## src/design/crb_pkg.sv

```systemverilog
package crb_pkg;

	localparam int BLOCK_BYTES = 16384;
	localparam int AW          = $clog2(BLOCK_BYTES);
	localparam int MEM_AW      = AW + 1;
	localparam int MEM_DEPTH   = 2 * BLOCK_BYTES;
	localparam int Q_DEPTH     = 4;
	localparam int Q_AW        = $clog2(Q_DEPTH);
	localparam int IN_W        = 72;
	localparam int OUT_W       = 24;

	typedef enum logic [1:0] {
		OP_HEADER = 2'd0,
		OP_DATA   = 2'd1,
		OP_READ   = 2'd2,
		OP_UNUSED = 2'd3
	} opcode_t;

	typedef enum logic [2:0] {
		ST_HDR_OK   = 3'd0,
		ST_HDR_REJ  = 3'd1,
		ST_STORED   = 3'd2,
		ST_COMPLETE = 3'd3,
		ST_STRAY    = 3'd4,
		ST_READ     = 3'd5
	} status_t;

	typedef enum logic [1:0] {
		MOP_NONE  = 2'd0,
		MOP_WRITE = 2'd1,
		MOP_READ  = 2'd2
	} mop_t;

	typedef struct packed {
		status_t             status;
		mop_t                mop;
		logic [MEM_AW-1:0]   addr;
		logic [7:0]          wdata;
		logic                in_range;
		logic [AW-1:0]       clen;
		logic                cvalid;
	} entry_t;

endpackage

```

## src/design/crb_queue.sv

```systemverilog
module crb_queue
	import crb_pkg::*;
(
	input  logic   clk,
	input  logic   arst_n,
	input  logic   push,
	input  entry_t push_entry,
	output logic   full,
	input  logic   pop,
	output entry_t pop_entry,
	output logic   empty
);

	entry_t        slots_q [Q_DEPTH];
	logic [Q_AW-1:0] wr_q, rd_q;
	logic [Q_AW:0]   count_q;

	assign full      = count_q == (Q_AW+1)'(Q_DEPTH);
	assign empty     = count_q == '0;
	assign pop_entry = slots_q[rd_q];

	always_ff @(posedge clk) begin
		if (push) begin
			slots_q[wr_q] <= push_entry;
		end
	end

	always_ff @(posedge clk or negedge arst_n) begin
		if (!arst_n) begin
			wr_q    <= '0;
			rd_q    <= '0;
			count_q <= '0;
		end else begin
			if (push) begin
				wr_q <= wr_q + 1'b1;
			end
			if (pop) begin
				rd_q <= rd_q + 1'b1;
			end
			unique case ({push, pop})
				2'b10:   count_q <= count_q + 1'b1;
				2'b01:   count_q <= count_q - 1'b1;
				default: count_q <= count_q;
			endcase
		end
	end

	a_no_push_full: assert property (@(posedge clk) disable iff (!arst_n)
		push |-> !full) else $error("queue overflow");
	a_no_pop_empty: assert property (@(posedge clk) disable iff (!arst_n)
		pop |-> !empty) else $error("queue underflow");
	a_count_grow: assert property (@(posedge clk) disable iff (!arst_n)
		(push && !pop) |=> count_q == $past(count_q) + 1'b1)
		else $error("queue count mismatch");

endmodule

```

## config.mk

```make
export PLATFORM = sky130hd
export DESIGN_NAME = crb_queue
export DESIGN_NICKNAME = d
export VERILOG_FILES = /design/src/design/crb_pkg.sv /design/src/design/crb_queue.sv
export SDC_FILE = /design/constraint.sdc
export NUM_CORES = 1
export LEC_CHECK = 0
export BUFFER_PORTS_ARGS = -buffer_cell sky130_fd_sc_hd__clkbuf_2
export CORE_MARGIN = 2
export CORE_UTILIZATION = 33
export DETAILED_ROUTE_END_ITERATION = 10
export PLACE_DENSITY_LB_ADDON = 0.1
export SYNTH_ARGS = -nofsm -noshare
export SYNTH_HDL_FRONTEND = slang
export SYNTH_SLANG_ARGS = --single-unit
```

## constraint.sdc

```tcl
create_clock -name clk -period 6.4 [get_ports clk]
set_clock_uncertainty 0.05 [all_clocks]
set_input_delay 0.64 -clock clk [delete_from_list [all_inputs] [get_ports clk]]
set_output_delay 0.64 -clock clk [all_outputs]
set_load 0.05 [all_outputs]
```

* Word-level counts from Yosys, hierarchy flattened
Memories as Yosys holds them, arrays and structs flattened.
Index checks and enable logic that the tools add are counted.
** Storage, ports and cells
- Register bits after elaboration :: 7
- Latch bits :: 0
- RAM bits :: 176
- Memory bits (read-only) :: 0
- Input bits :: 48
- Word-level logic and storage cells :: 16
- Memories kept :: 1
** Cells by class
- $add $sub $neg :: 4
- Multiply operators :: 0
- Divide/modulo/power cells :: 0
- Order comparisons :: 0
- Eq/ne operators :: 3
- Shift operators :: 0
- Mux-type cells :: 3
- Bitwise operators :: 0
- Reduce and logical (&&, ||, !) cells :: 2
** Memories
- slots_q :: depth 4, bits a word 44, rd ports 1, clocked after Yosys merged registers in 0, write ports 1, line crb_queue.sv:14 : entry_t slots_q [Q_DEPTH];
** Operator list (count)
- 3-bit one-hot mux with 2 select lines :: 1
- 2-bit by 1-bit adder with 2-bit output (second input constant) :: 2
- 3-bit by 1-bit adder with 3-bit output (second input constant) :: 1
- 3-bit equality test (second input constant) :: 1
- 3-bit zero test :: 1
- 3-bit by 1-bit subtractor with 3-bit output (second input constant) :: 1
- 2-bit by 1-bit equality test with 1-bit output (second input constant) :: 1
- 2-bit equality test (second input constant) :: 1
- 1-bit two-way mux :: 2
- 2-bit nonzero test :: 1

* Longest topological paths before layout
Gate-level depths: netlist (run 1).
- Depth after elaboration :: 2
- Depth in mapped cells :: 7

* Worst setup path after synthesis (run 1)
OpenSTA, ideal clock, no wires.
- Kind :: reg2out
- From :: register count_q[0]
- To :: output port empty
- Arrival time :: 1.485 ns
- Required time :: 5.710 ns
- Path slack :: 4.225 ns
- Cell stages (with the launch flop) :: 2
- Path through :: dfrtp_1 nor3_1
** Between the ends
- Cells in the longest elaborated chain, start to end :: 1
** Ends and longest elaborated chain
- start, declared :: line crb_queue.sv:16 : logic [Q_AW:0] count_q;
- start signal, assigned :: line crb_queue.sv:41 : 2'b10: count_q <= count_q + 1'b1;
- start signal, assigned :: line crb_queue.sv:42 : 2'b01: count_q <= count_q - 1'b1;
- start signal, assigned :: line crb_queue.sv:43 : default: count_q <= count_q;
- 3-bit zero test :: line crb_queue.sv:19 : assign empty = count_q == '0;
- end, declared :: line crb_queue.sv:11 : output logic empty
Every way passes these cells.

==> metrics.txt, run 1 <==
Initial Utilization 33.7%; Vias 3045; post-synthesis mux area share 14.9%; min Tclk post-route 3.11 ns; YS warnings 0; Sequential cell area 5470 um^2; layout cells sized above 1 43.3%; design area 8070 um^2; hpwl dp 7.32 mm; pwr dens 514 nW/um^2; commonest cells after routing, fill and taps aside 176 x edfxtp_1, 93 x clkbuf_2, 38 x mux4_2, 17 x clkbuf_16; final total power 4.15 mW; # Post-CTS Setup Buffers 0; gr usage total 12.3%; wire per inst 19.3 um; R2R Path Start wr_q[0]$_DFFE_PN0P_; chip width 148 um; fin crit share 48.6%; VDD IR-drop max 252 uV; setup tns final 0 ns; hold endpoint slots_q[2][0]$_DFFE_PP_; final net count 429; R2R depth 4; worst-skew pair later-pin latency 0.42 ns; hold path cells 1; Max clock buf depth 2; Slew @ Worst Pin 0.963 ns; Worst-path clk slew 0.07 ns; Distinct cells, synth 18; worst-path cell chain mux4_1 > clkbuf_2; initial DRC count 107; Max-cap violations 0; placed cells 625; post-CTS sizing 0; Synth Register Bits 183; Area growth, synth to finish 18.5%; # IOs 94; Synth Area in XOR/XNOR 0.772%; Hold Violations, Final 0; num rows 52; kind of end point of the critical path output port; clk root buf clkbuf_16; capturing point of the worst reg2reg path slots_q[0][13]$_DFFE_PP_; hold_sp push_entry[0]; clk sinks 183; Crit Path Category reg -> out; global-route wire length before repair 19.5 mm; total wire length 12.7 mm; leak pwr 2.79 nW; total clock buffers created by CTS 17; die height 148 um; flop2flop setup slack 4.27 ns; largest net degree at the start of global routing 47; cell area after synthesis 6810 um^2; Synth Instances 267; fill count 1824; Synth Area in Simple Gates 0.753%; Die Area 21800 um^2; vias in the first global route 3288; Syn Nets 321; WP data arrival 2.42 ns; area share of fa/ha/maj cells after synthesis 1.21%; Port Buffer Count 93; Final Max Tran Viols 0; final std cells w/o fill 658; gp weighted congestion 0.658; Worst EP required 5.71 ns; DR DRC count 0; crit-path max cell delay 1.07 ns; crit path max fanout 46; Max Freq 321 MHz; hold crit path type in -> reg; max_slew headroom 35.8%; commonest non-fill, non-tap cell in the layout edfxtp_1; multi-input logic area 1210 um^2; largest family of logic cells by synthesized area multiplexers; final hold slack 0.378 ns; complex-gate fraction of the synthesized area 0.147%; TritonRoute pass-1 iters 4; slowest cell on the critical path dfrtp_4; vias per cell 4.63; global-route congestion overflow total 0; core area 20200 um^2; TritonCTS clock tree yes; initial antenna violation count 1; status finished clean; syn avg cell area 25.5 um^2; startpoint class of the critical path flop; H-tree depth 4; ant diodes 0; Placed Area 7540 um^2; DRT antenna net count 0; Seq/Total Area, Yosys 80.2%; RSZ-0062 raised after global routing false; endpoints failing setup 0
layout make-up:
| class | count | area share [%] |
|---|---|---|
| Timing Repair Buffer | 99 | 6.36 |
| Multi-Input combinational cell | 68 | 15.1 |
| Inverter | 6 | 0.279 |
| Clock inverter | 14 | 1.04 |
| Tap cell | 270 | 4.19 |
| Sequential cell | 183 | 67.8 |
| Clock buffer | 18 | 5.32 |
kinds of logic after synthesis:
logic type | count (synthesis)
multiplexers | 44
AO/OA/AOI/OAI | 2
XOR/XNOR | 6
AND/OR/NAND/NOR | 10
buffers and inverters | 16
flip-flops | 183
adder cells (fa/ha/maj) | 6
worst max-delay path by stage:
stage | startpoint | end | slack [ns]
finish | rd_q[0]$_DFFE_PN0P_ | pop_entry[4] | 3.29
global route | rd_q[0]$_DFFE_PN0P_ | pop_entry[0] | 3.09
CTS | rd_q[0]$_DFFE_PN0P_ | pop_entry[4] | 3.16
detailed placement | rd_q[0]$_DFFE_PN0P_ | pop_entry[4] | 3.63
global placement | rd_q[0]$_DFFE_PN0P_ | pop_entry[4] | 3.62
floorplan | count_q[0]$_DFFE_PN0P_ | empty | 4.23
synthesized netlist by cell type:
master | count | area share, %
nand2_1 | 3 | 0.17
mux4_1 | 6 | 2.3
buf_12 | 4 | 1.2
nor2_1 | 1 | 0.055
and2_1 | 4 | 0.37
and3_1 | 1 | 0.092
o21ai_0 | 2 | 0.15
fa_1 | 1 | 0.29
nor3_1 | 1 | 0.073
xnor2_1 | 2 | 0.26
buf_6 | 1 | 0.17
dfrtp_1 | 7 | 2.6
inv_1 | 6 | 0.33
xor2_1 | 4 | 0.51
edfxtp_1 | 176 | 78
ha_1 | 5 | 0.92
mux4_2 | 38 | 13
buf_2 | 5 | 0.37
per-layer routing:
layer / part of all wire, % / track usage (%)
met1: 42 / 14.9
met2: 50 / 20.4
met3: 6.1 / 4.72
met4: 1.4 / 4.47
met5: 0.13 / 0
power breakdown:
| group | internal [mW] | total, mW | switching [mW] |
|---|---|---|---|
| Combinational | 0.454 | 1.52 | 1.07 |
| Sequential | 1.57 | 1.71 | 0.141 |
| Clock | 0.491 | 0.915 | 0.423 |
per-stage QoR:
step / setup WS (ns) / utilization, %
floorplan: 4.23 / -
global placement: 3.62 / 37.3
detailed placement: 3.63 / 37.3
CTS: 3.16 / 39.9
global route: 3.09 / 39.9
finish: 3.29 / 39.9
state kept, by name, indices dropped and copies added, names as in the netlist:
name	flops
count_q	3
rd_q	2
slots_q	176
wr_q	2
worst max-delay path, delay by kind of cell (launching register included):
kind / cells / cell delay [ns]
flops: 1 / 1.07
mux: 1 / 0.67
buf+inv: 1 / 0.25
repair_timing:
action                     in CTS  in global routing
setup endpoints to repair       0                  0
hold endpoints to repair        7                  0
hold buffers                    1                  0
Power figures use the tool's default switching activity.
==> inputs of run 2 (changes only) <==
--- a/config.mk
+++ b/config.mk
@@ -5,6 +5,7 @@
 export SDC_FILE = /design/constraint.sdc
 export NUM_CORES = 1
 export LEC_CHECK = 0
+export ABC_AREA = 1
 export BUFFER_PORTS_ARGS = -buffer_cell sky130_fd_sc_hd__clkbuf_2
 export CORE_MARGIN = 2
 export CORE_UTILIZATION = 33
==> constraint.sdc (replaced) <==
create_clock -name clk -period 2.78 [get_ports clk]
set_clock_uncertainty 0.05 [all_clocks]
set_input_delay 0.278 -clock clk [delete_from_list [all_inputs] [get_ports clk]]
set_output_delay 0.278 -clock clk [all_outputs]
set_load 0.05 [all_outputs]
==> run 2 against run 1 <==
Compared with the run above: count of clock-buffer cells in the layout up 8; synthesized cell count up 110%; wire length up 22%; critical endpoint is now pop_entry[23]; highest routed layer unchanged.
==> metrics.txt, run 2 <==
post-CTS sizing 0 (unchanged); kind of end point of the critical path output port; gr usage total 13.5% (+1.1 points); DRT antenna net count 0 (unchanged); Slew @ Worst Pin 0.672 ns (-0.291 ns); wire per inst 16.0 um (-17%); initial DRC count 210 (+96%); Worst-path clk slew 0.07 ns (about the same); Synth Instances 562 (+110%); Buffers & Inverters on Critical Path 2 (+1); # Post-CTS Setup Buffers 0 (unchanged); Synth top cells by count 176 x edfxtp_1, 143 x nand2_1, 101 x inv_1; hold crit path type in -> reg; Syn Nets 616 (+92%); clk sinks 183 (unchanged); design area 8910 um^2 (+10%); ant diodes 0 (unchanged); Max-cap violations 0 (unchanged); Yosys top cell area share 70.5% (-7.1 points); die height 155 um (+4.8%); cell area after synthesis 7500 um^2 (+10%); Post-synth EDFFs 176 (unchanged); setup tns final 0 ns (unchanged); DR DRC count 0 (unchanged); num rows 55 (+5.8%); final std cells w/o fill 963 (+46%); Final Max Tran Viols 0 (unchanged); core area 22500 um^2 (+11%); gp weighted congestion 0.691 (+5.0%); Synth Flop Type edfxtp_1; Seq/Total Area, Yosys 72.8% (-7.4 points); Distinct cells, synth 20 (+2); Synth Register Bits 183 (unchanged); Max clock buf depth 2 (unchanged); max_slew headroom 55.2% (+19 points); Max Freq 409 MHz; H-tree depth 4 (unchanged); slowest cell on the critical path dfrtp_4; YS warnings 0 (unchanged); TritonCTS clock tree yes; min Tclk post-route 2.45 ns; Die Area 23900 um^2 (+9.8%); VDD IR-drop max 572 uV (+130%); Port Buffer Count 93 (unchanged); commonest cells after routing, fill and taps aside 176 x edfxtp_1, 143 x nand2_1, 97 x inv_1, 93 x clkbuf_2, 79 x o211ai_1; global-route wire length before repair 23.9 mm (+23%); Worst EP required 2.45 ns (-3.26 ns); vias in the first global route 4303 (+31%); Hold Violations, Final 0 (unchanged); total wire length 15.4 mm (+22%); Crit Path Category reg -> out; endpoints failing setup 0 (unchanged); crit-path max cell delay 0.87 ns (-0.20 ns); final net count 719 (+68%); clk root buf clkbuf_16; TritonRoute pass-1 iters 4 (unchanged); final total power 10.9 mW (+160%); area leader, netlist edfxtp_1; chip width 155 um (+4.8%); # IOs 94 (unchanged); Post-synth ARST share 3.83% (unchanged); layout cells sized above 1 22.0% (-21 points); most frequent cell after synthesis edfxtp_1; Initial Utilization 33.3% (-0.33 points); total clock buffers created by CTS 17 (unchanged); Vias 4332 (+42%); crit path max fanout 60 (+30%); vias per cell 4.50 (-2.8%); initial antenna violation count 1 (unchanged); family with the most delay on the worst path flip-flops; pwr dens 1220 nW/um^2 (+140%); leak pwr 3.61 nW (+29%); RSZ-0062 raised after global routing false; Placed Area 8260 um^2 (+9.5%); fin crit share 88.0%; status finished clean; largest net degree at the start of global routing 61 (+30%); hpwl dp 9.11 mm (+24%); commonest non-fill, non-tap cell in the layout edfxtp_1; startpoint class of the critical path flop; Synth area leaders edfxtp_1 70%, o211ai_1 7.9%, nand2_1 7.2%; global-route congestion overflow total 0 (unchanged); WP data arrival 2.12 ns (-0.30 ns); syn avg cell area 13.3 um^2 (-48%); worst-path cell chain buf_4 > o211ai_1 > nand2_1 > clkbuf_2; register name with the most flops slots_q; max FFs per register 176 (unchanged); Area growth, synth to finish 18.8%; worst-skew pair later-pin latency 0.42 ns (about the same); Largest regs slots_q: 176 flops, count_q: 3 flops; cts hold-fix bufs 6 (+5); placed cells 923 (+48%)
==> run 2: power by group <==
group	internal, mW	switching (mW)
clock network	1.33	0.978
registers	3.62	0.317
logic	1.15	3.50
total	6.10	4.80
==> run 2: worst paths after layout <==
path	from	endpoint	slack [ns]	cells after the start
setup / recovery	rd_q[0]$_DFFE_PN0P_	pop_entry[23]	0.33	4
hold / removal	pop	rd_q[0]$_DFFE_PN0P_	0.02	2
setup reg to reg	wr_q[0]$_DFFE_PN0P_	slots_q[0][43]$_DFFE_PP_	0.98	5
hold reg to reg	count_q[2]$_DFFE_PN0P_	count_q[2]$_DFFE_PN0P_	0.45	2
max in group asynchronous	arst_n	rd_q[0]$_DFFE_PN0P_	2.32	2
min in group asynchronous	arst_n	count_q[2]$_DFFE_PN0P_	0.17	2
==> run 2: cell type report <==
type                       instances  area (um^2)
fill                            2151        13600
sequential                       183         5470
multi-input combinational        247         1390
timing repair buffer             114          743
clock buffer                      26          533
inverter                         102          383
tap                              285          357
clock inverter                     6         37.5
==> run 2: cells by family after synthesis <==
| logic type | count (synthesis) | synth area share (%) |
|---|---|---|
| flops | 183 | 72.8 |
| simple gates | 147 | 7.44 |
| buf+inv | 132 | 8.63 |
| compound gates | 90 | 9.54 |
| fa+ha+maj | 6 | 1.10 |
| xor+xnor | 4 | 0.467 |
==> run 2: layer usage <==
metal,wire (um),vias up,GRT usage (%),part of all wire [%]
li1,-,2142,-,-
met1,7070,2100,16.6,46
met2,7530,76,22.7,49
met3,653,12,4.34,4.2
met4,170,2,4.10,1.1
met5,13,-,0,0.084
==> run 2: metrics by stage <==
step                      hold slack, ns  util, %  worst slack (ns)
after floorplan                  -0.0676        -             0.794
after global placement            0.0763     36.7             0.768
after detailed placement          0.0762     36.7             0.757
after CTS                        0.00105     39.5             0.277
after global routing             0.00496     39.6             0.150
final                             0.0200     39.6             0.334
