[config.mk]
export PLATFORM = sky130hd
export DESIGN_NAME = crb_front
export DESIGN_NICKNAME = d
export VERILOG_FILES = /design/src/design/crb_pkg.sv /design/src/design/crb_front.sv
export SDC_FILE = /design/constraint.sdc
export NUM_CORES = 1
export LEC_CHECK = 0
export BUFFER_PORTS_ARGS = -buffer_cell sky130_fd_sc_hd__buf_4
export CAP_MARGIN = 20
export CORE_MARGIN = 2
export CORE_UTILIZATION = 47
export DETAILED_ROUTE_END_ITERATION = 7
export GPL_TIMING_DRIVEN = 0
export PLACE_DENSITY = 0.73
export SKIP_CTS_REPAIR_TIMING = 1
export SYNTH_ARGS = -nofsm -noshare
export SYNTH_HDL_FRONTEND = slang
export SYNTH_SLANG_ARGS = --single-unit
[constraint.sdc]
create_clock -name clk -period 6.2 [get_ports clk]
set_input_delay 0.62 -clock clk [delete_from_list [all_inputs] [get_ports clk]]
set_output_delay 0.62 -clock clk [all_outputs]
set_load 0.1 [all_outputs]
[src/design/crb_pkg.sv]
package crb_pkg;

	localparam int BLOCK_BYTES = 16384;
	localparam int AW          = $clog2(BLOCK_BYTES);
	localparam int MEM_AW      = AW + 1;
	localparam int MEM_DEPTH   = 2 * BLOCK_BYTES;
	localparam int Q_DEPTH     = 4;
	localparam int Q_AW        = $clog2(Q_DEPTH);
	localparam int IN_W        = 72;
	localparam int OUT_W       = 24;

	typedef enum logic [1:0] {
		OP_HEADER = 2'd0,
		OP_DATA   = 2'd1,
		OP_READ   = 2'd2,
		OP_UNUSED = 2'd3
	} opcode_t;

	typedef enum logic [2:0] {
		ST_HDR_OK   = 3'd0,
		ST_HDR_REJ  = 3'd1,
		ST_STORED   = 3'd2,
		ST_COMPLETE = 3'd3,
		ST_STRAY    = 3'd4,
		ST_READ     = 3'd5
	} status_t;

	typedef enum logic [1:0] {
		MOP_NONE  = 2'd0,
		MOP_WRITE = 2'd1,
		MOP_READ  = 2'd2
	} mop_t;

	typedef struct packed {
		status_t             status;
		mop_t                mop;
		logic [MEM_AW-1:0]   addr;
		logic [7:0]          wdata;
		logic                in_range;
		logic [AW-1:0]       clen;
		logic                cvalid;
	} entry_t;

endpackage

[src/design/crb_front.sv]
module crb_front
	import crb_pkg::*;
(
	input  logic            clk,
	input  logic            arst_n,
	input  logic            in_valid,
	output logic            in_ready,
	input  logic [1:0]      opcode,
	input  logic [15:0]     chunk_offset,
	input  logic [15:0]     block_total,
	input  logic [15:0]     chunk_size,
	input  logic [7:0]      data_byte,
	input  logic [AW-1:0]   read_address,
	input  logic            q_full,
	output logic            push,
	output entry_t          entry
);

	localparam logic [16:0] LIMIT = 17'(BLOCK_BYTES);

	logic          bank_q, bank_d;
	logic [AW-1:0] blen_q, blen_d;
	logic          active_q, active_d;
	logic [AW-1:0] dlen_q, dlen_d;
	logic          dvalid_q, dvalid_d;
	logic [AW-1:0] wp_q, wp_d;
	logic [AW-1:0] pend_q, pend_d;
	logic          final_q, final_d;

	logic [16:0] end_pos;
	logic        bad;
	logic        hdr_final;
	opcode_t     op;

	assign in_ready = !q_full;
	assign push     = in_valid && !q_full;
	assign op       = opcode_t'(opcode);
	assign end_pos  = {1'b0, chunk_offset} + {1'b0, chunk_size};
	assign hdr_final = end_pos == {1'b0, block_total};
	assign bad = ({1'b0, block_total} >= LIMIT) || (chunk_offset > block_total) ||
		(chunk_size > block_total) || (end_pos > {1'b0, block_total}) ||
		((chunk_offset != 16'd0) &&
		 (!active_q || (block_total != {{(16-AW){1'b0}}, blen_q})));

	always_comb begin
		bank_d   = bank_q;
		blen_d   = blen_q;
		active_d = active_q;
		dlen_d   = dlen_q;
		dvalid_d = dvalid_q;
		wp_d     = wp_q;
		pend_d   = pend_q;
		final_d  = final_q;
		entry.status   = ST_STRAY;
		entry.mop      = MOP_NONE;
		entry.addr     = {bank_q, read_address};
		entry.wdata    = data_byte;
		entry.in_range = 1'b0;
		unique case (op)
			OP_HEADER: begin
				if (bad) begin
					active_d = 1'b0;
					blen_d   = '0;
					pend_d   = '0;
					final_d  = 1'b0;
					entry.status = ST_HDR_REJ;
				end else begin
					if (chunk_offset == 16'd0) begin
						blen_d   = block_total[AW-1:0];
						active_d = 1'b1;
					end
					wp_d    = chunk_offset[AW-1:0];
					pend_d  = chunk_size[AW-1:0];
					final_d = hdr_final;
					entry.status = ST_HDR_OK;
					if ((chunk_size == 16'd0) && hdr_final) begin
						final_d  = 1'b0;
						bank_d   = ~bank_q;
						dlen_d   = blen_d;
						dvalid_d = 1'b1;
						blen_d   = '0;
						active_d = 1'b0;
						entry.status = ST_COMPLETE;
					end
				end
			end
			OP_DATA: begin
				if (pend_q != '0) begin
					entry.mop  = MOP_WRITE;
					entry.addr = {~bank_q, wp_q};
					wp_d   = wp_q + 1'b1;
					pend_d = pend_q - 1'b1;
					entry.status = ST_STORED;
					if ((pend_q == AW'(1)) && final_q) begin
						final_d  = 1'b0;
						bank_d   = ~bank_q;
						dlen_d   = blen_q;
						dvalid_d = 1'b1;
						blen_d   = '0;
						active_d = 1'b0;
						entry.status = ST_COMPLETE;
					end
				end
			end
			OP_READ: begin
				entry.status   = ST_READ;
				entry.mop      = MOP_READ;
				entry.in_range = dvalid_q && (read_address < dlen_q);
			end
			default: begin
				entry.status = ST_STRAY;
			end
		endcase
		entry.clen   = dlen_d;
		entry.cvalid = dvalid_d;
	end

	always_ff @(posedge clk or negedge arst_n) begin
		if (!arst_n) begin
			bank_q   <= 1'b0;
			blen_q   <= '0;
			active_q <= 1'b0;
			dlen_q   <= '0;
			dvalid_q <= 1'b0;
			wp_q     <= '0;
			pend_q   <= '0;
			final_q  <= 1'b0;
		end else if (push) begin
			bank_q   <= bank_d;
			blen_q   <= blen_d;
			active_q <= active_d;
			dlen_q   <= dlen_d;
			dvalid_q <= dvalid_d;
			wp_q     <= wp_d;
			pend_q   <= pend_d;
			final_q  <= final_d;
		end
	end

endmodule

* Word-level counts from Yosys, hierarchy flattened
Index checks and enable logic that the tools add are counted.
W data, S select, Z words.
** Operators by class
- Add/sub/neg operators :: 3
- Magnitude comparators :: 5
- Eq/ne operators :: 10
- Muxes and demuxes :: 44
- Bitwise gates (word level) :: 1
- Reduce and logical (&&, ||, !) cells :: 23
** Operator list (number)
- $mux W14 :: 13
- $pmux W14 S2 :: 4
- $gt A16 B16 Y1 :: 2
- $logic_not A16 Y1 :: 2
- $mux W20 :: 1
- $add A16 B16 Y17 :: 1
- $eq A17 B16 Y1 :: 1
- $gt A17 B16 Y1 :: 1
- $mux W1 :: 17
- $ge A16 B15 Y1 const B :: 1
- $ne A16 B14 Y1 :: 1
- $reduce_bool A16 Y1 :: 1
- $mux W15 :: 1
- $add A14 B1 Y14 const B :: 1
- $eq A14 B1 Y1 const B :: 1
- $lt A14 B14 Y1 :: 1
- $reduce_bool A14 Y1 :: 1
- $sub A14 B1 Y14 const B :: 1
- $pmux W3 S3 :: 1
- $ne A2 B2 Y1 const B :: 4
- $pmux W1 S2 :: 4
- $reduce_and A4 Y1 :: 2
- $reduce_and A6 Y1 :: 1
- $logic_and A1 B1 Y1 :: 5
- other kinds (12) :: 18
** Word-level totals
- Register bits after elaboration :: 60
- Bits of input ports :: 76
- Output and inout bits :: 46
- Word-level logic and storage cells :: 94

* Logic depth before layout (Yosys ltp)
Gate-level depths: netlist of run 1.
- Depth in word-level cells :: 7
- Depth in mapped cells :: 23
- Depth with buffers taken out :: 21

* Least setup slack after synthesis of run 1
No wires, ideal clock.
- Path type :: in2out
- Start :: input chunk_offset[7]
- End :: output entry[12] in the netlist's numbering
- Arrival :: 5.930 ns
- Required time :: 5.580 ns
- Slack :: -0.350 ns
- Stages :: 19
- Path buffers :: 1
- Cell sequence :: ha_1 > a2111o_1 > o211a_1 > o31ai_1 > a21oi_1 > o41ai_1 > o21bai_1 > a21oi_1 > xnor2_1 > ha_1 > nand4_1 > or4_4 > nor4b_1 > a311oi_2 > nand3_2 > nor2_1 > nand2_1 > clkbuf_1 > o211ai_1
** RTL lines
- from (decl) :: RTL line crb_front.sv:9 : input logic [15:0] chunk_offset,
- to (decl) :: RTL line crb_front.sv:16 : output entry_t entry

==> results.json, run 1 <==
{
  "path_max_fanout": 4,
  "use_met3": 0.0694,
  "synth-main-ff-cell": "dfrtp_1",
  "yosysUniqueCellTypes": 65,
  "cp_data_arrival_time_ps": 5390,
  "syn_inst": 792,
  "drive_gt1_frac": 0.221,
  "grt_start_max_net_pins": 61,
  "wl_per_cell_um": 18.9,
  "area_delta_synth_final_pct": 24.5,
  "grt_pass1_vias": 6001,
  "setup_tns_ps": 0,
  "via_per_inst": 6.02,
  "irDropWorstVdd_v": 0.000123,
  "grt_use_total": 0.292,
  "cpLargestDelayFamily": "compound AO/OA/AOI/OAI gates",
  "dp_hpwl_mm": 16.3,
  "grt-ovfl-total": 0,
  "pwr-share-comb": 0.403,
  "drt_iter0_drc": 715,
  "drv_cap": 0,
  "rsz0062_at_grt": "yes",
  "cts_root_buf": "clkbuf_16",
  "start_util": 0.477,
  "start_kind": "input port",
  "path_clk_slew_ps": 50,
  "p_total_mw": 1.64,
  "status": "finished clean",
  "yosys_warnings": 0,
  "max_freq_ghz": 0.166,
  "first_pass_iters": 5,
  "post-place-ws_ps": -107,
  "placed_area_um2": 7370,
  "seq_power_share": 0.294,
  "core_um2": 13100,
  "crit_buf_inv": 2,
  "place.port_buffers": 112,
  "use_met2": 0.457,
  "power_density_nw_per_um2": 211,
  "maxSlewHeadroom": 0.469,
  "clk_latency_ps": 340,
  "synthesis.area_um2": 6250,
  "hp-class": "in2async",
  "synth_edf_count": 0,
  "end_kind": "output port",
  "drc": 0,
  "synth-seq-area-share": 0.240,
  "crit_chain": "buf_4 -> ha_1 -> a2111o_1 -> o211a_1 -> o31ai_2 -> a21oi_1 -> o41ai_2 -> o21bai_1 -> a21oi_1 -> xnor2_1 -> ha_1 -> nand4_1 -> or4_4 -> nor4b_4 -> a311oi_2 -> nand3_2 -> or4_4 -> o31ai_4 -> a21oi_2 -> buf_6",
  "finalCritPeriodShare": 0.969,
  "worstMarginPinSlew_ps": 797,
  "clockPowerShare": 0.303,
  "async_reset_ff_frac": 1.00,
  "worst_clock_skew_ps": 14.9,
  "h-tree-depth": 3,
  "grtUsageMet1": 0.398,
  "final_common_cell": "buf_4",
  "final-hold-violation-count": 0,
  "fin_nets": 1079,
  "fillers": 1235,
  "post_synth.cell_area_avg_um2": 7.89,
  "crit_type": "in2out",
  "grt_pass1_wl_mm": 32.5,
  "cts_num_sinks": 60,
  "io_pins": 122,
  "vias": 6623,
  "switching_share": 0.400,
  "cts_tree": "built",
  "cp_slowest_stage_delay_ps": 590,
  "cts_buffer_depth": 2,
  "finalSetupViolCount": 0,
  "synth_seq_cells": 60,
  "cts_made_buffers": 9,
  "leakagePower_nw": 3.59,
  "internal_power_mw": 0.984,
  "fp.dieW_um": 119,
  "wl_mm": 20.8,
  "final_cell_mix": "123 x buf_4, 90 x nand2_1, 79 x ha_1",
  "die_area_um2": 14200,
  "gp_congestion": 0.977,
  "maxSlewViolCount": 0,
  "ant_nets": 0,
  "p_sw_mw": 0.657,
  "diodes": 0,
  "fin_ws_ps": 190,
  "grt-busiest-layer": "met2",
  "core.rowCount": 42,
  "cp_slowest_cell": "or4_4",
  "chipHeight_um": 119,
  "critical_path_required_ps": 5580,
  "period_minus_slack_ps": 6010,
  "fin_area_um2": 7780,
  "antenna_found_initial": 0,
  "syn-num-nets": 949
}
final timing paths:
check	startpoint	to	slack, ps	cells past startpoint
max	chunk_offset[6]	entry[2]	190	20
min	arst_n	pend_q[2]	370	1
max reg2reg	blen_q[1]	wp_q[10]	2770	11
min reg2reg	bank_q	bank_q	490	1
max in group asynchronous	arst_n	dlen_q[10]	5300	1
min in group clk	bank_q	bank_q	490	1
per-stage QoR:
stage	hold WS [ps]	utilization	instances
finish	375	0.595	1101
global route	440	0.595	1101
global placement	478	0.563	1080
detailed placement	482	0.563	1080
CTS	408	0.585	1094
floorplan	324	-	792
cells by family after synthesis:
group,after synthesis,share of synthesized area
AOI/OAI and AO/OA,241,0.254
xor gates and xnor gates,28,0.0393
adders and majority gates,81,0.163
buffers and inverters,102,0.0685
DFF,60,0.240
muxes,15,0.0268
and+or+nand+nor,265,0.208
layout make-up:
type | count | area (um^2) | share of cell area
multi-input combinational | 630 | 4410 | 0.567
sequential | 60 | 1500 | 0.193
timing repair buffer | 119 | 912 | 0.117
clock buffer | 12 | 256 | 0.0330
inverter | 63 | 236 | 0.0304
tap | 176 | 220 | 0.0283
buffer | 39 | 206 | 0.0265
clock inverter | 2 | 35.0 | 0.00450
power groups by stage:
stage	clock [mW]	combinational, mW	sequential (mW)
4_1_cts	0.499	0.646	0.481
6_report	0.497	0.662	0.482
3_5_place_dp	0	0.643	0.486
3_3_place_gp	0	0.637	0.486
5_1_grt	0.520	0.717	0.487
2_1_floorplan	0	0.478	0.467
flip-flops by register name (all words and copies together) (netlist names):
register	flops
final_q	1
bank_q	1
pend_q	14
wp_q	14
active_q	1
dvalid_q	1
dlen_q	14
blen_q	14
routing by layer:
metal,wire length [um],vias to the layer above,part of all wire
li1,-,3179,-
met1,8830,3074,0.43
met2,9410,327,0.45
met3,1950,43,0.094
met4,566,0,0.027
met5,0,-,0
synthesized netlist by cell type, types with 16 or more instances:
library cell	count	area (um^2)
ha_1	80	1000
nand2_1	91	342
clkbuf_1	26	97.6
o211ai_1	16	120
dfrtp_1	60	1500
a21oi_1	64	320
nand3_1	27	135
xor2_1	18	158
o21ai_0	55	275
inv_1	63	236
nand4_1	21	131
a22oi_1	18	135
nor2_1	57	214
Power figures use the tool's default switching activity.
==> inputs of run 2 (changes only) <==
--- a/config.mk
+++ b/config.mk
@@ -6,8 +6,6 @@
 export NUM_CORES = 1
 export LEC_CHECK = 0
 export BUFFER_PORTS_ARGS = -buffer_cell sky130_fd_sc_hd__buf_4
-export CAP_MARGIN = 20
-export CORE_MARGIN = 2
 export CORE_UTILIZATION = 47
 export DETAILED_ROUTE_END_ITERATION = 7
 export GPL_TIMING_DRIVEN = 0
@@ -16,3 +14,4 @@
 export SYNTH_ARGS = -nofsm -noshare
 export SYNTH_HDL_FRONTEND = slang
 export SYNTH_SLANG_ARGS = --single-unit
+export TNS_END_PERCENT = 30
==> results.json, run 2 (synthesis results as in run 1) <==
{
  "crit_type": "in2out",
  "setup_tns_ps": 0,
  "placed_area_um2": 7340,
  "path_clk_slew_ps": 50,
  "vias": 6549,
  "area_delta_synth_final_pct": 23.6,
  "maxSlewHeadroom": 0.471,
  "io_pins": 122,
  "clk_latency_ps": 330,
  "final_common_cell": "buf_4",
  "via_per_inst": 5.98,
  "r2r-end": "wp_q[10]",
  "max_freq_ghz": 0.166,
  "drive_gt1_frac": 0.216,
  "cts_made_buffers": 9,
  "diodes": 0,
  "gp_congestion": 0.944,
  "leakagePower_nw": 3.56,
  "cts_num_sinks": 60,
  "cp_data_arrival_time_ps": 5390,
  "fin_area_um2": 7720,
  "grt-ovfl-total": 0,
  "fillers": 1163,
  "path_max_fanout": 4,
  "period_minus_slack_ps": 6010,
  "grt_start_max_net_pins": 61,
  "hp-class": "in2async",
  "start_util": 0.489,
  "start_kind": "input port",
  "cts_tree": "built",
  "grtUsageMet1": 0.417,
  "wl_mm": 20.3,
  "p_total_mw": 1.60,
  "h-tree-depth": 3,
  "fp.dieW_um": 117,
  "ant_nets": 0,
  "core.rowCount": 41,
  "r2r_slack_ps": 2730,
  "core_um2": 12800,
  "irDropWorstVdd_v": 0.000155,
  "ff_latch_area_um2": 1500,
  "final-hold-violation-count": 0,
  "grt_use_total": 0.303,
  "hold_slack_ps": 379,
  "wl_per_cell_um": 18.5,
  "grt_pass1_wl_mm": 31.5,
  "maxSlewViolCount": 0,
  "r2r_cells": 11,
  "cts_root_buf": "clkbuf_16",
  "critical_path_required_ps": 5580,
  "multi_input_area_um2": 4390,
  "drc": 0,
  "post-place-ws_ps": -62.0,
  "place.port_buffers": 112,
  "final_cell_mix": "124 x buf_4, 91 x nand2_1, 79 x ha_1",
  "chipHeight_um": 117,
  "antenna_found_initial": 0,
  "first_pass_iters": 6,
  "end_kind": "output port",
  "drv_cap": 0,
  "fin_ws_ps": 190,
  "die_area_um2": 13800,
  "status": "finished clean",
  "drt_iter0_drc": 700,
  "grt_pass1_vias": 5966,
  "cts_buffer_depth": 2,
  "cp-endpoint": "entry[2]",
  "finalCritPeriodShare": 0.969,
  "use_met2": 0.476,
  "crit_start": "chunk_offset[0]",
  "grt-busiest-layer": "met2",
  "dp_hpwl_mm": 16.1,
  "use_met3": 0.0489,
  "timing.rr.start": "blen_q[10]",
  "worst_clock_skew_ps": 7.99,
  "power_density_nw_per_um2": 207,
  "finalSetupViolCount": 0,
  "fin_nets": 1078,
  "worstMarginPinSlew_ps": 793
}
run 2: cell types whose count changed in the layout (fill, tap and decap cells not counted), sizes merged:
cell,previous run,this run
bufinv,1,0
clkbuf,38,37
clkinv,1,2
run 2: how the worst min path moves through the flow:
stage | startpoint | endpoint | slack [ps]
final | arst_n | wp_q[10] | 380
after CTS | arst_n | pend_q[4] | 410
after global routing | arst_n | wp_q[3] | 440
after floorplan | arst_n | active_q | 320
after global placement | active_q | active_q | 480
after detailed placement | active_q | active_q | 480
run 2: through the flow:
stage	cells	util
global placement	1076	0.575
global route	1096	0.604
finish	1096	0.604
detailed placement	1076	0.575
CTS	1090	0.597
floorplan	792	-
run 2: layer usage:
metal,vias up,part of all wire
met5,-,0
met2,321,0.45
met3,32,0.093
met1,3022,0.43
li1,3174,-
met4,0,0.024
run 2: power breakdown:
part / internal [mW] / total [mW] / switching [mW]
sequential: 0.430 / 0.479 / 0.0493
combinational: 0.223 / 0.651 / 0.429
clock: 0.297 / 0.467 / 0.170
total: 0.950 / 1.60 / 0.648
run 2: layout make-up:
type	count	share of cell area
well taps	172	0.0279
clock inverters	2	0.00130
repair buffers	118	0.116
inverters	63	0.0306
flip-flops and latches	60	0.195
clock buffers	12	0.0345
plain buffers	39	0.0263
multi-input cells	630	0.569
run 2: critical path, stage by stage:
cell and delay, ps:
buf_4 110, ha_1 170, inv_1 50, fa_1 410, nor2b_2 160, o31a_1 240
o2111ai_2 200, a21boi_2 240, a21o_1 170, a21o_1 110, a21oi_1 70, xnor2_1 140
ha_1 310, nand4_1 120, or4_4 470, nor4b_1 180, a311oi_2 330, nand3_2 150
or4_4 580, o31ai_4 260, a21oi_2 100, buf_6 190
